<file path="src/sv/pcg32_pkg.sv">
package pcg32_pkg;

	localparam int unsigned KIND_W      = 3;
	localparam int unsigned BOUND_W     = 32;
	localparam int unsigned VALUE_W     = 53;
	localparam int unsigned OUT_TDATA_W = 56;

	localparam logic [KIND_W-1:0] KIND_RAW     = 3'd0;
	localparam logic [KIND_W-1:0] KIND_BOUNDED = 3'd1;
	localparam logic [KIND_W-1:0] KIND_FRAC24  = 3'd2;
	localparam logic [KIND_W-1:0] KIND_FRAC53  = 3'd3;
	localparam logic [KIND_W-1:0] KIND_RESEED  = 3'd4;

	localparam int unsigned REG_SEED   = 0;
	localparam int unsigned REG_STREAM = 1;

	localparam logic [63:0] LCG_MULT = 64'h5851_F42D_4C95_7F2D;
	// State left by the seeding sequence with zero seed and stream zero: LCG_MULT + 1.
	localparam logic [63:0] STATE_RESET = 64'h5851_F42D_4C95_7F2E;
	localparam logic [63:0] INC_RESET   = 64'd1;

	typedef enum logic [2:0] {
		MOP_NONE,
		MOP_LO,
		MOP_X1,
		MOP_X2,
		MOP_INC,
		MOP_BND
	} mop_t;

	typedef enum logic [2:0] {
		OSEL_ZERO,
		OSEL_R,
		OSEL_R8,
		OSEL_AB,
		OSEL_M
	} osel_t;

	typedef struct packed {
		logic  accept;
		logic  reseed_init;
		logic  seed_add;
		mop_t  mop;
		logic  a_load;
		logic  div_start;
		logic  div_step;
		logic  out_load;
		osel_t osel;
		logic  out_bad;
	} cmd_t;

	typedef struct packed {
		logic bound_zero;
		logic l_lt_bound;
		logic l_lt_thr;
		logic div_last;
		logic out_free;
	} stat_t;

endpackage

</file>
<file path="src/sv/pcg32_ctrl.sv">
module pcg32_ctrl import pcg32_pkg::*; (
	input  logic              clk,
	input  logic              arst_n,
	input  logic              in_valid,
	output logic              in_ready,
	input  logic [KIND_W-1:0] in_kind,
	input  stat_t             st,
	output cmd_t              cmd
);

	typedef enum logic [10:0] {
		ST_IDLE = 11'b000_0000_0001,
		ST_ZCHK = 11'b000_0000_0010,
		ST_MLO  = 11'b000_0000_0100,
		ST_MX1  = 11'b000_0000_1000,
		ST_MX2  = 11'b000_0001_0000,
		ST_MINC = 11'b000_0010_0000,
		ST_SEED = 11'b000_0100_0000,
		ST_BMUL = 11'b000_1000_0000,
		ST_BCHK = 11'b001_0000_0000,
		ST_DIV  = 11'b010_0000_0000,
		ST_FIN  = 11'b100_0000_0000
	} state_t;

	state_t            state_q, state_d;
	logic [KIND_W-1:0] kind_q, kind_d;
	logic              second_q, second_d;
	logic              thr_q, thr_d;

	assign in_ready = (state_q == ST_IDLE);

	always_comb begin
		state_d         = state_q;
		kind_d          = kind_q;
		second_d        = second_q;
		thr_d           = thr_q;
		cmd.accept      = 1'b0;
		cmd.reseed_init = 1'b0;
		cmd.seed_add    = 1'b0;
		cmd.mop         = MOP_NONE;
		cmd.a_load      = 1'b0;
		cmd.div_start   = 1'b0;
		cmd.div_step    = 1'b0;
		cmd.out_load    = 1'b0;
		cmd.osel        = OSEL_ZERO;
		cmd.out_bad     = 1'b0;
		case (state_q)
			ST_IDLE: begin
				if (in_valid) begin
					cmd.accept = 1'b1;
					kind_d     = in_kind;
					second_d   = 1'b0;
					thr_d      = 1'b0;
					case (in_kind)
						KIND_RAW, KIND_FRAC24, KIND_FRAC53: state_d = ST_MLO;
						KIND_BOUNDED: state_d = ST_ZCHK;
						KIND_RESEED: begin
							cmd.reseed_init = 1'b1;
							state_d         = ST_MLO;
						end
						default: state_d = ST_FIN;
					endcase
				end
			end
			ST_ZCHK: state_d = st.bound_zero ? ST_FIN : ST_MLO;
			ST_MLO: begin
				cmd.mop = MOP_LO;
				state_d = ST_MX1;
			end
			ST_MX1: begin
				cmd.mop = MOP_X1;
				state_d = ST_MX2;
			end
			ST_MX2: begin
				cmd.mop = MOP_X2;
				state_d = ST_MINC;
			end
			ST_MINC: begin
				cmd.mop = MOP_INC;
				case (kind_q)
					KIND_FRAC53: begin
						if (!second_q) begin
							// keep the high half, draw again for the low half
							cmd.a_load = 1'b1;
							second_d   = 1'b1;
							state_d    = ST_MLO;
						end else begin
							state_d = ST_FIN;
						end
					end
					KIND_BOUNDED: state_d = ST_BMUL;
					KIND_RESEED: state_d = second_q ? ST_FIN : ST_SEED;
					default: state_d = ST_FIN;
				endcase
			end
			ST_SEED: begin
				cmd.seed_add = 1'b1;
				second_d     = 1'b1;
				state_d      = ST_MLO;
			end
			ST_BMUL: begin
				cmd.mop = MOP_BND;
				state_d = ST_BCHK;
			end
			ST_BCHK: begin
				if (thr_q) begin
					state_d = st.l_lt_thr ? ST_MLO : ST_FIN;
				end else if (st.l_lt_bound) begin
					cmd.div_start = 1'b1;
					state_d       = ST_DIV;
				end else begin
					state_d = ST_FIN;
				end
			end
			ST_DIV: begin
				cmd.div_step = 1'b1;
				if (st.div_last) begin
					thr_d   = 1'b1;
					state_d = ST_BCHK;
				end
			end
			ST_FIN: begin
				if (st.out_free) begin
					cmd.out_load = 1'b1;
					state_d      = ST_IDLE;
					case (kind_q)
						KIND_RAW: cmd.osel = OSEL_R;
						KIND_FRAC24: cmd.osel = OSEL_R8;
						KIND_FRAC53: cmd.osel = OSEL_AB;
						KIND_BOUNDED: begin
							cmd.osel    = st.bound_zero ? OSEL_ZERO : OSEL_M;
							cmd.out_bad = st.bound_zero;
						end
						default: cmd.osel = OSEL_ZERO;
					endcase
				end
			end
			default: state_d = ST_IDLE;
		endcase
	end

	always_ff @(posedge clk or negedge arst_n) begin
		if (!arst_n) begin
			state_q  <= ST_IDLE;
			kind_q   <= KIND_RAW;
			second_q <= 1'b0;
			thr_q    <= 1'b0;
		end else begin
			state_q  <= state_d;
			kind_q   <= kind_d;
			second_q <= second_d;
			thr_q    <= thr_d;
		end
	end

endmodule

</file>
<file path="src/sv/pcg32_dp.sv">
module pcg32_dp import pcg32_pkg::*; #(
	parameter int unsigned CFG_INDEX_W = 8
) (
	input  logic                   clk,
	input  logic                   arst_n,
	input  logic                   cfg_valid,
	input  logic [CFG_INDEX_W-1:0] cfg_index,
	input  logic [63:0]            cfg_data,
	input  logic [BOUND_W-1:0]     in_bound,
	input  logic                   out_ready,
	output logic                   out_valid,
	output logic [VALUE_W-1:0]     out_value,
	output logic                   out_bad,
	input  cmd_t                   cmd,
	output stat_t                  st
);

	logic [63:0]        seed_q, stream_q;
	logic [63:0]        state_q, inc_q;
	logic [63:0]        acc_q;
	logic [31:0]        r_q;
	logic [26:0]        a_q;
	logic [BOUND_W-1:0] bound_q;
	logic [31:0]        rem_q, num_q;
	logic [4:0]         cnt_q;
	logic               out_valid_q;
	logic [VALUE_W-1:0] out_value_q;
	logic               out_bad_q;

	logic [31:0]        mul_a, mul_b;
	logic [63:0]        prod;
	logic [31:0]        perm;
	logic [32:0]        trial;
	logic [VALUE_W-1:0] out_sel;

	// XSH-RR output of a 64-bit state: xorshift high, rotate right by the top five bits
	function automatic logic [31:0] xsh_rr(input logic [63:0] s);
		logic [63:0] x;
		logic [31:0] xs;
		logic [63:0] dbl;
		x   = s ^ (s >> 18);
		xs  = x[58:27];
		dbl = {xs, xs} >> s[63:59];
		return dbl[31:0];
	endfunction

	assign perm = xsh_rr(state_q);

	always_comb begin
		mul_a = state_q[31:0];
		mul_b = LCG_MULT[31:0];
		case (cmd.mop)
			MOP_X1: mul_b = LCG_MULT[63:32];
			MOP_X2: mul_a = state_q[63:32];
			MOP_BND: begin
				mul_a = r_q;
				mul_b = bound_q;
			end
			default: ;
		endcase
	end

	assign prod  = mul_a * mul_b;
	assign trial = {rem_q, num_q[31]};

	always_ff @(posedge clk or negedge arst_n) begin
		if (!arst_n) begin
			seed_q   <= 64'd0;
			stream_q <= 64'd0;
		end else if (cfg_valid) begin
			if (cfg_index == CFG_INDEX_W'(REG_SEED)) seed_q <= cfg_data;
			if (cfg_index == CFG_INDEX_W'(REG_STREAM)) stream_q <= cfg_data;
		end
	end

	always_ff @(posedge clk or negedge arst_n) begin
		if (!arst_n) begin
			state_q <= STATE_RESET;
			inc_q   <= INC_RESET;
		end else begin
			if (cmd.reseed_init) begin
				inc_q   <= {stream_q[62:0], 1'b1};
				state_q <= 64'd0;
			end else if (cmd.seed_add) begin
				state_q <= state_q + seed_q;
			end else if (cmd.mop == MOP_INC) begin
				state_q <= acc_q + inc_q;
			end
		end
	end

	// low 64 bits of state * multiplier in three passes, then the bound product
	always_ff @(posedge clk) begin
		case (cmd.mop)
			MOP_LO, MOP_BND: acc_q <= prod;
			MOP_X1, MOP_X2: acc_q[63:32] <= acc_q[63:32] + prod[31:0];
			MOP_INC: r_q <= perm;
			default: ;
		endcase
		if (cmd.a_load) a_q <= perm[31:5];
		if (cmd.accept) bound_q <= in_bound;
	end

	// remainder of (2^32 - bound) by bound, one quotient bit a cycle
	always_ff @(posedge clk) begin
		if (cmd.div_start) begin
			rem_q <= 32'd0;
			num_q <= 32'd0 - bound_q;
			cnt_q <= 5'd0;
		end else if (cmd.div_step) begin
			num_q <= {num_q[30:0], 1'b0};
			cnt_q <= cnt_q + 5'd1;
			if (trial >= {1'b0, bound_q}) begin
				rem_q <= 32'(trial - {1'b0, bound_q});
			end else begin
				rem_q <= trial[31:0];
			end
		end
	end

	always_comb begin
		case (cmd.osel)
			OSEL_R: out_sel = VALUE_W'(r_q);
			OSEL_R8: out_sel = VALUE_W'(r_q[31:8]);
			OSEL_AB: out_sel = {a_q, r_q[31:6]};
			OSEL_M: out_sel = VALUE_W'(acc_q[63:32]);
			default: out_sel = '0;
		endcase
	end

	always_ff @(posedge clk or negedge arst_n) begin
		if (!arst_n) begin
			out_valid_q <= 1'b0;
		end else if (cmd.out_load) begin
			out_valid_q <= 1'b1;
		end else if (out_ready) begin
			out_valid_q <= 1'b0;
		end
	end

	always_ff @(posedge clk) begin
		if (cmd.out_load) begin
			out_value_q <= out_sel;
			out_bad_q   <= cmd.out_bad;
		end
	end

	assign st.bound_zero = (bound_q == '0);
	assign st.l_lt_bound = (acc_q[31:0] < bound_q);
	assign st.l_lt_thr   = (acc_q[31:0] < rem_q);
	assign st.div_last   = (cnt_q == 5'd31);
	assign st.out_free   = !out_valid_q || out_ready;

	assign out_valid = out_valid_q;
	assign out_value = out_value_q;
	assign out_bad   = out_bad_q;

endmodule

</file>
<file path="src/sv/pcg32_random_generator.sv">
// PCG32 (XSH-RR) generator with a 64-bit LCG state and raw, bounded (Lemire, with
// rejection), 24-bit fraction, 53-bit fraction and reseed requests; every request
// gives one result item. Requests are taken one at a time. Each draw runs on one
// shared 32x32 multiplier (three partial products of the 64-bit LCG product, then
// the increment add). Fraction53 takes two draws, reseed two state steps around the
// seed add, and a zero bound skips the draw. A bounded draw computes the threshold
// remainder bit-serially and rechecks when the first low word falls below the
// bound, and redraws after every rejection. Register writes are stored only; they
// reach the state at the next reseed request. After reset the state is the one
// seeded from zero seed and stream zero.
module pcg32_random_generator import pcg32_pkg::*; #(
	parameter int unsigned CFG_INDEX_W = 8
) (
	input  logic                   clk,
	input  logic                   arst_n,
	input  logic                   s_tvalid,
	output logic                   s_tready,
	input  logic [BOUND_W-1:0]     s_tdata,   // [31:0] upper_bound
	input  logic [KIND_W-1:0]      s_tuser,   // [2:0] kind
	output logic                   m_tvalid,
	input  logic                   m_tready,
	output logic [OUT_TDATA_W-1:0] m_tdata,   // [52:0] value, [55:53] zero
	output logic                   m_tuser,   // [0] bad_bound
	input  logic                   cfg_valid,
	output logic                   cfg_ready,
	input  logic [CFG_INDEX_W-1:0] cfg_index,
	input  logic [63:0]            cfg_data
);

	cmd_t               cmd;
	stat_t              st;
	logic [VALUE_W-1:0] value;

	assign cfg_ready = 1'b1;

	pcg32_ctrl u_ctrl (
		.clk      (clk),
		.arst_n   (arst_n),
		.in_valid (s_tvalid),
		.in_ready (s_tready),
		.in_kind  (s_tuser),
		.st       (st),
		.cmd      (cmd)
	);

	pcg32_dp #(
		.CFG_INDEX_W (CFG_INDEX_W)
	) u_dp (
		.clk       (clk),
		.arst_n    (arst_n),
		.cfg_valid (cfg_valid),
		.cfg_index (cfg_index),
		.cfg_data  (cfg_data),
		.in_bound  (s_tdata),
		.out_ready (m_tready),
		.out_valid (m_tvalid),
		.out_value (value),
		.out_bad   (m_tuser),
		.cmd       (cmd),
		.st        (st)
	);

	assign m_tdata = {{(OUT_TDATA_W - VALUE_W){1'b0}}, value};

endmodule

</file>
<file path="config.mk">
export PLATFORM = sky130hd
export DESIGN_NAME = pcg32_random_generator
export DESIGN_NICKNAME = d
export VERILOG_FILES = /design/src/sv/pcg32_pkg.sv /design/src/sv/pcg32_ctrl.sv /design/src/sv/pcg32_dp.sv /design/src/sv/pcg32_random_generator.sv
export SDC_FILE = /design/constraint.sdc
export NUM_CORES = 2
export LEC_CHECK = 0
export BUFFER_PORTS_ARGS = -buffer_cell sky130_fd_sc_hd__buf_4
export CAP_MARGIN = 10
export CORE_UTILIZATION = 61
export DETAILED_ROUTE_END_ITERATION = 12
export HOLD_SLACK_MARGIN = 0.03
export PLACE_DENSITY = 0.79
export SLEW_MARGIN = 15
export SYNTH_ARGS = -nofsm -noshare
export SYNTH_HDL_FRONTEND = slang
export SYNTH_SLANG_ARGS = --single-unit
export TNS_END_PERCENT = 5
</file>
<file path="constraint.sdc">
create_clock -name clk -period 20.9 [get_ports clk]
set_input_delay 2.09 -clock clk [delete_from_list [all_inputs] [get_ports clk]]
set_output_delay 2.09 -clock clk [all_outputs]
set_load 0.02 [all_outputs]
</file>
Word-level counts from Yosys, hierarchy flattened:

Index checks and enable logic that the tools add are counted.

* eq/ne operators: 34
* $lt $le $gt $ge: 3
* reductions and logical operators: 22
* bitwise gates (word level): 1
* multiply operators: 1
* shift-type cells: 1
* add/sub/neg operators: 6
* mux-type cells: 46

Operator list (number)
* $pmux 53 s4: 1
* $mux 64: 3
* $pmux 32 s2: 3
* $add 64x64->64: 2
* $pmux 11 s11: 1
* $mux 11: 9
* $mux 32: 3
* $lt 32x32->1: 2
* $mul 32x32->64: 1
* $shr 64x5->32: 1
* $xor 59x46->59: 1
* $ge 33x32->1: 1
* $pmux 11 s3: 1
* $add 32x32->32: 1
* $logic_not 32->1: 1
* $sub 1x32->32 const A: 1
* $sub 32x32->32: 1
* $eq 3x2->1 const B: 8
* $pmux 11 s2: 1
* $eq 3x3->1 const B: 5
* $mux 1: 15
* $pmux 3 s5: 1
* $eq 3x1->1 const B: 4
* $pmux 3 s4: 1
* other kinds (31): 46

* flip-flop bits (word level): 549
* bits of input ports: 112

Depth between registers and ports, before layout:

* depth in word-level cells: 7
* mapped depth: 45

Cells and area by module:

Synthesis repeated with hierarchy kept, for this count alone.

* cells, all modules: 7453
* area total of the unflattened synthesis: 68862.3 um2

By module, submodules not included
* pcg32_dp: instances 1, area each 67740.0 um2, cells an instance 7319, sequential area each 14400.1 um2
* pcg32_ctrl: instances 1, area each 1084.8 um2, cells an instance 128, sequential area each 401.6 um2
* pcg32_random_generator: instances 1, area each 37.5 um2, cells an instance 6, sequential area each 0.0 um2

Worst setup path before layout:

Ideal clock, no wire load.

* path kind: register -> register
* from: register u_ctrl.state_q[8]
* to: register u_dp.acc_q[56], data pin
* period minus slack after synthesis: 10.036 ns
* setup slack: 10.864 ns
* library setup time: 0.259 ns
* path buffers: 3
* stages on the path, launching flop included: 43
* arrival time: 9.777 ns
* required time: 20.641 ns
* path through: dfrtp_1 > nor2_2 > nand2_1 > nor4_1 > and4b_1 > nor2_1 > clkbuf_1 > and2_1 > a221oi_2 > clkbuf_1 > nor2_1 > fa_1 > inv_1 > fa_1 > fa_1 > fa_1 > inv_1 > ha_1 > [... 7 more ...] > o21ai_0 > o221ai_1 > o21ba_2 > a211oi_2 > inv_1 > a21o_1 > a21oi_1 > xnor2_1 > ha_1 > or4_1 > o221ai_1 > a2bb2oi_1 > a21boi_0 > nand2b_1 > a21oi_1 > xor2_1 > o21ai_0 > a211o_1

* longest elaborated chain between the ends: 7
* elaborated cells between the ends (all ways): 17
* those cells by class: add/sub: 1; mul: 1; eq/ne: 9; mux: 4; reduce/logical: 2

RTL lines
* from (decl): RTL line pcg32_ctrl.sv:25 `state_t state_q, state_d;`
* from (signal assigned): RTL line pcg32_ctrl.sv:149 `state_q <= state_d;`
* $eq 11x8->1, or another cell as far along: RTL line pcg32_ctrl.sv:47 `case (state_q)`
* $pmux 3 s5 (*): RTL line pcg32_ctrl.sv:47
* $eq 3x3->1 / $eq 3x2->1 (equally long branches): RTL line pcg32_dp.sv:52 `case (cmd.mop)`
* $pmux 32 s2: RTL line pcg32_dp.sv:52
* $mul 32x32->64 (*): RTL line pcg32_dp.sv:63 `assign prod = mul_a * mul_b;`
* named net u_dp.prod[19]: RTL line pcg32_dp.sv:31 `logic [63:0] prod;`
* $add 32x32->32 (*): RTL line pcg32_dp.sv:96 `MOP_X1, MOP_X2: acc_q[63:32] <= acc_q[63:32] + prod[31:0];`
* $pmux 32 s2 (*): RTL line pcg32_dp.sv:94 `case (cmd.mop)`
* to (signal assigned): RTL line pcg32_dp.sv:95 `MOP_LO, MOP_BND: acc_q <= prod;`
* to (signal assigned): RTL line pcg32_dp.sv:96
* to (decl): RTL line pcg32_dp.sv:20 `logic [63:0] acc_q;`

Mark *: on every way through the listed nets, which the timed path passes. The rest lies on a longest branch.
A chain may end at the register's enable or synchronous reset.

Worst setup path in the final report:

* from: register u_ctrl.state_q[8]
* to: register u_dp.acc_q[62], data pin

The elaborated chain is that of the path after synthesis.

==> impl_metrics.json <==
{
  "post_synth.cell_area_avg_sq_um": 9.04,
  "critPathMaxFanout": 67,
  "rows": 122,
  "critPathMostFrequentCell": "fa_1",
  "cts.path.max_buffers": 3,
  "first_global_vias": 59200,
  "dominantRegCellSynth": "edfxtp_1",
  "grt_usage": 0.447,
  "final.fill_count": 9160,
  "final-setup-viol-count": 0,
  "cap_violations": 0,
  "synth_seq_cells": 549,
  "share_of_the_yosys_chip_area_belonging_to_registers": 0.215,
  "end_kind": "register",
  "dieArea_sq_mm": 0.114,
  "postRouteAntennaNets": 0,
  "avgRoutedWirePerCell_um": 27.4,
  "hold_class": "register to register",
  "chipWidth_um": 338,
  "yosysWarningCount": 0,
  "grt_max_degree": 94,
  "maxSlewViolCount": 0,
  "port-buffer-count": 167,
  "clock-root-buffer": "clkbuf_16",
  "synth.area.top_cells": "fa_1, edfxtp_1, ha_1",
  "timing.fmax_mhz": 80.5,
  "antenna_found_initial": 20,
  "drt_wl_total_um": 250000,
  "hpwlAfterDp_um": 197000,
  "ys_top_cells_by_count": "nand2_1, inv_1, fa_1",
  "critical_path.reg2reg.startpoint": "u_ctrl.state_q[8]$_DFFE_PN0P_",
  "io-pin-count": 172,
  "rsz_0062_raised_after_global_routing": "no",
  "num-nets-final": 9085,
  "cts.reportedPaths.clkPinSlew_ps": 60,
  "worst-slew-pin-transition_ps": 1270,
  "post-synth-top-count-cell": "nand2_1",
  "worst_setup_path_endpoint": "u_dp.acc_q[62]$_DFFE_PP_",
  "run_status": "finished clean",
  "grt_overflow": 0,
  "synth_top_area_share": 0.262,
  "setup.worst_path.start": "u_ctrl.state_q[8]$_DFFE_PN0P_",
  "regArea_sq_mm": 0.0148,
  "r2r_setup_slack_ps": 8470,
  "floorplan.core_area_sq_mm": 0.111,
  "finish.utilization": 0.663,
  "postCtsResizedCells": 0,
  "async_set_or_reset_flop_fraction_in_the_synthesized_netlist": 0.494,
  "synth_top_area_cell": "fa_1",
  "detail_route.first_pass.iterations": 8,
  "start_kind": "register",
  "worst_r2r_path_depth": 41,
  "die-height_um": 338,
  "slew_headroom": 0.150,
  "timing.critical_path.arrival_ps": 12840,
  "report.final.hold_viol_count": 0,
  "cts_tree": "yes",
  "timing.critical_path.slowest_stage_cell": "a221oi_4",
  "floorplan.initialDensity": 0.618,
  "final.min_clock_period_ps": 12430,
  "post_layout_nonfiller_instances": 9112,
  "syn-cell-area_sq_mm": 0.0687,
  "crit_path_largest_cell_delay_ps": 870,
  "finalCritPeriodShare": 0.595,
  "synth.lib_cells_used.distinct": 111,
  "drcViolationCount": 0,
  "insertion_delay_ps": 730,
  "timing_worst_setup_path_type": "register to register",
  "multiInputGateArea_sq_mm": 0.0488,
  "layout_cell_share_with_drive_strength_beyond_1": 0.0913,
  "setup-tns-final_ps": 0,
  "clock_tree.htree_level_count": 2,
  "clock-sinks": 549,
  "finalClockSkew_ps": 56.8,
  "hold-path-cell-count": 2,
  "r2r-end": "u_dp.acc_q[62]$_DFFE_PP_",
  "numPlacedInstances": 8980,
  "cts_post_setup_buffers_inserted": 0,
  "synthToLayoutAreaGrowth_pct": 7.18,
  "cts_hold_buffers": 0,
  "tritoncts.num_buffers": 61,
  "grt_pass1_wl_um": 372000,
  "first_iter_violations": 6186,
  "cp_data_required_time_ps": 21320,
  "viasPerCell": 6.39,
  "place_congestion": 1.04,
  "num_vias": 58200,
  "synth_edf_count": 241,
  "synthesis.instances": 7599
}
-- how the worst min path moves through the flow --
stage	from	to	slack [ps]
6_report	u_dp.stream_q[56]$_DFFE_PN0P_	u_dp.inc_q[57]$_DFFE_PN0P_	470
5_1_grt	u_dp.stream_q[23]$_DFFE_PN0P_	u_dp.inc_q[24]$_DFFE_PN0P_	490
4_1_cts	u_dp.stream_q[56]$_DFFE_PN0P_	u_dp.inc_q[57]$_DFFE_PN0P_	470
3_5_place_dp	u_dp.stream_q[56]$_DFFE_PN0P_	u_dp.inc_q[57]$_DFFE_PN0P_	450
3_3_place_gp	u_dp.cnt_q[4]$_SDFFE_PP0P_	u_dp.cnt_q[4]$_SDFFE_PP0P_	450
2_1_floorplan	u_dp.cnt_q[4]$_SDFFE_PP0P_	u_dp.cnt_q[4]$_SDFFE_PP0P_	440
-- per-layer routing --
metal	vias up	track usage	share of wire
met5	-	0	0.00034
met4	12	0.305	0.083
met3	1015	0.149	0.12
met2	3582	0.670	0.44
met1	28600	0.546	0.36
li1	25000	-	-
-- worst max-delay path: cells and delay by family, from the launching register on --
kind,cells,cell delay (ps)
muxes,1,80
and+or+nand+nor,8,2080
xor gates and xnor gates,2,270
adders and majority gates,10,4120
AOI/OAI and AO/OA,13,3880
DFF,1,400
buffers and inverters,7,1240
-- area by class of cell --
class                           count  share of cell area
Multi-Input combinational cell   5648               0.662
Tap cell                         1488              0.0253
Inverter                         1012              0.0516
Clock inverter                     44             0.00824
Timing Repair Buffer              284              0.0291
Sequential cell                   549               0.201
Antenna cell                       15            0.000510
Clock buffer                       72              0.0221
-- placed cells by master, fill, tap and decap left out, types with 32 or more instances in the layout --
| cell | instances |
|---|---|
| nand2b_1 | 37 |
| and2_1 | 76 |
| a22oi_1 | 48 |
| nor3_1 | 54 |
| a21o_1 | 159 |
| a221o_1 | 41 |
| xor2_1 | 108 |
| mux2i_1 | 77 |
| dfrtp_1 | 237 |
| a31oi_1 | 32 |
| dfstp_2 | 34 |
| buf_4 | 283 |
| and3_1 | 33 |
| dfxtp_1 | 37 |
| o21ai_0 | 302 |
| a211oi_1 | 35 |
| nand3_1 | 93 |
| ha_1 | 517 |
| inv_1 | 1004 |
| a21oi_1 | 357 |
| a222oi_1 | 32 |
| mux2_2 | 145 |
| fa_1 | 900 |
| o21bai_1 | 53 |
| nand2_1 | 1227 |
| clkbuf_16 | 62 |
| edfxtp_1 | 241 |
| nor2_1 | 642 |
| xnor2_1 | 165 |
| nand4_1 | 74 |
-- cell families (layout without fill, tap and decap cells) --
group	after synthesis	in the layout	share of synthesized area
mux	225	225	0.0360
buf+inv	1404	1412	0.0782
simple gates	2399	2399	0.150
compound gates	1329	1329	0.129
fa+ha+maj	1417	1417	0.356
other cells	2	19	0.000109
flops	549	549	0.215
xor+xnor	274	274	0.0351
-- through the flow --
step | setup WS [ps] | area, sq um | hold WS, ps
floorplan | 10860 | 68700 | 438
global route | 7650 | 73600 | 491
CTS | 8410 | 73600 | 468
finish | 8470 | 73600 | 467
detailed placement | 8500 | 71400 | 452
global placement | 8740 | 71400 | 448
-- state kept, by name, summed over array words and instances, names as in the netlist, 3 cells and up --
| name | cells |
|---|---|
| u_ctrl.state_q | 11 |
| u_dp.r_q | 32 |
| u_ctrl.kind_q | 3 |
| u_dp.inc_q | 63 |
| u_dp.state_q | 64 |
| u_dp.acc_q | 64 |
| u_dp.bound_q | 32 |
| u_dp.stream_q | 63 |
| u_dp.a_q | 27 |
| u_dp.rem_q | 32 |
| u_dp.num_q | 32 |
| u_dp.out_value | 53 |
| u_dp.cnt_q | 5 |
| u_dp.seed_q | 64 |
Power is not shown: default switching activity piles up to over one toggle a cycle in this logic, so the estimate is an artifact.
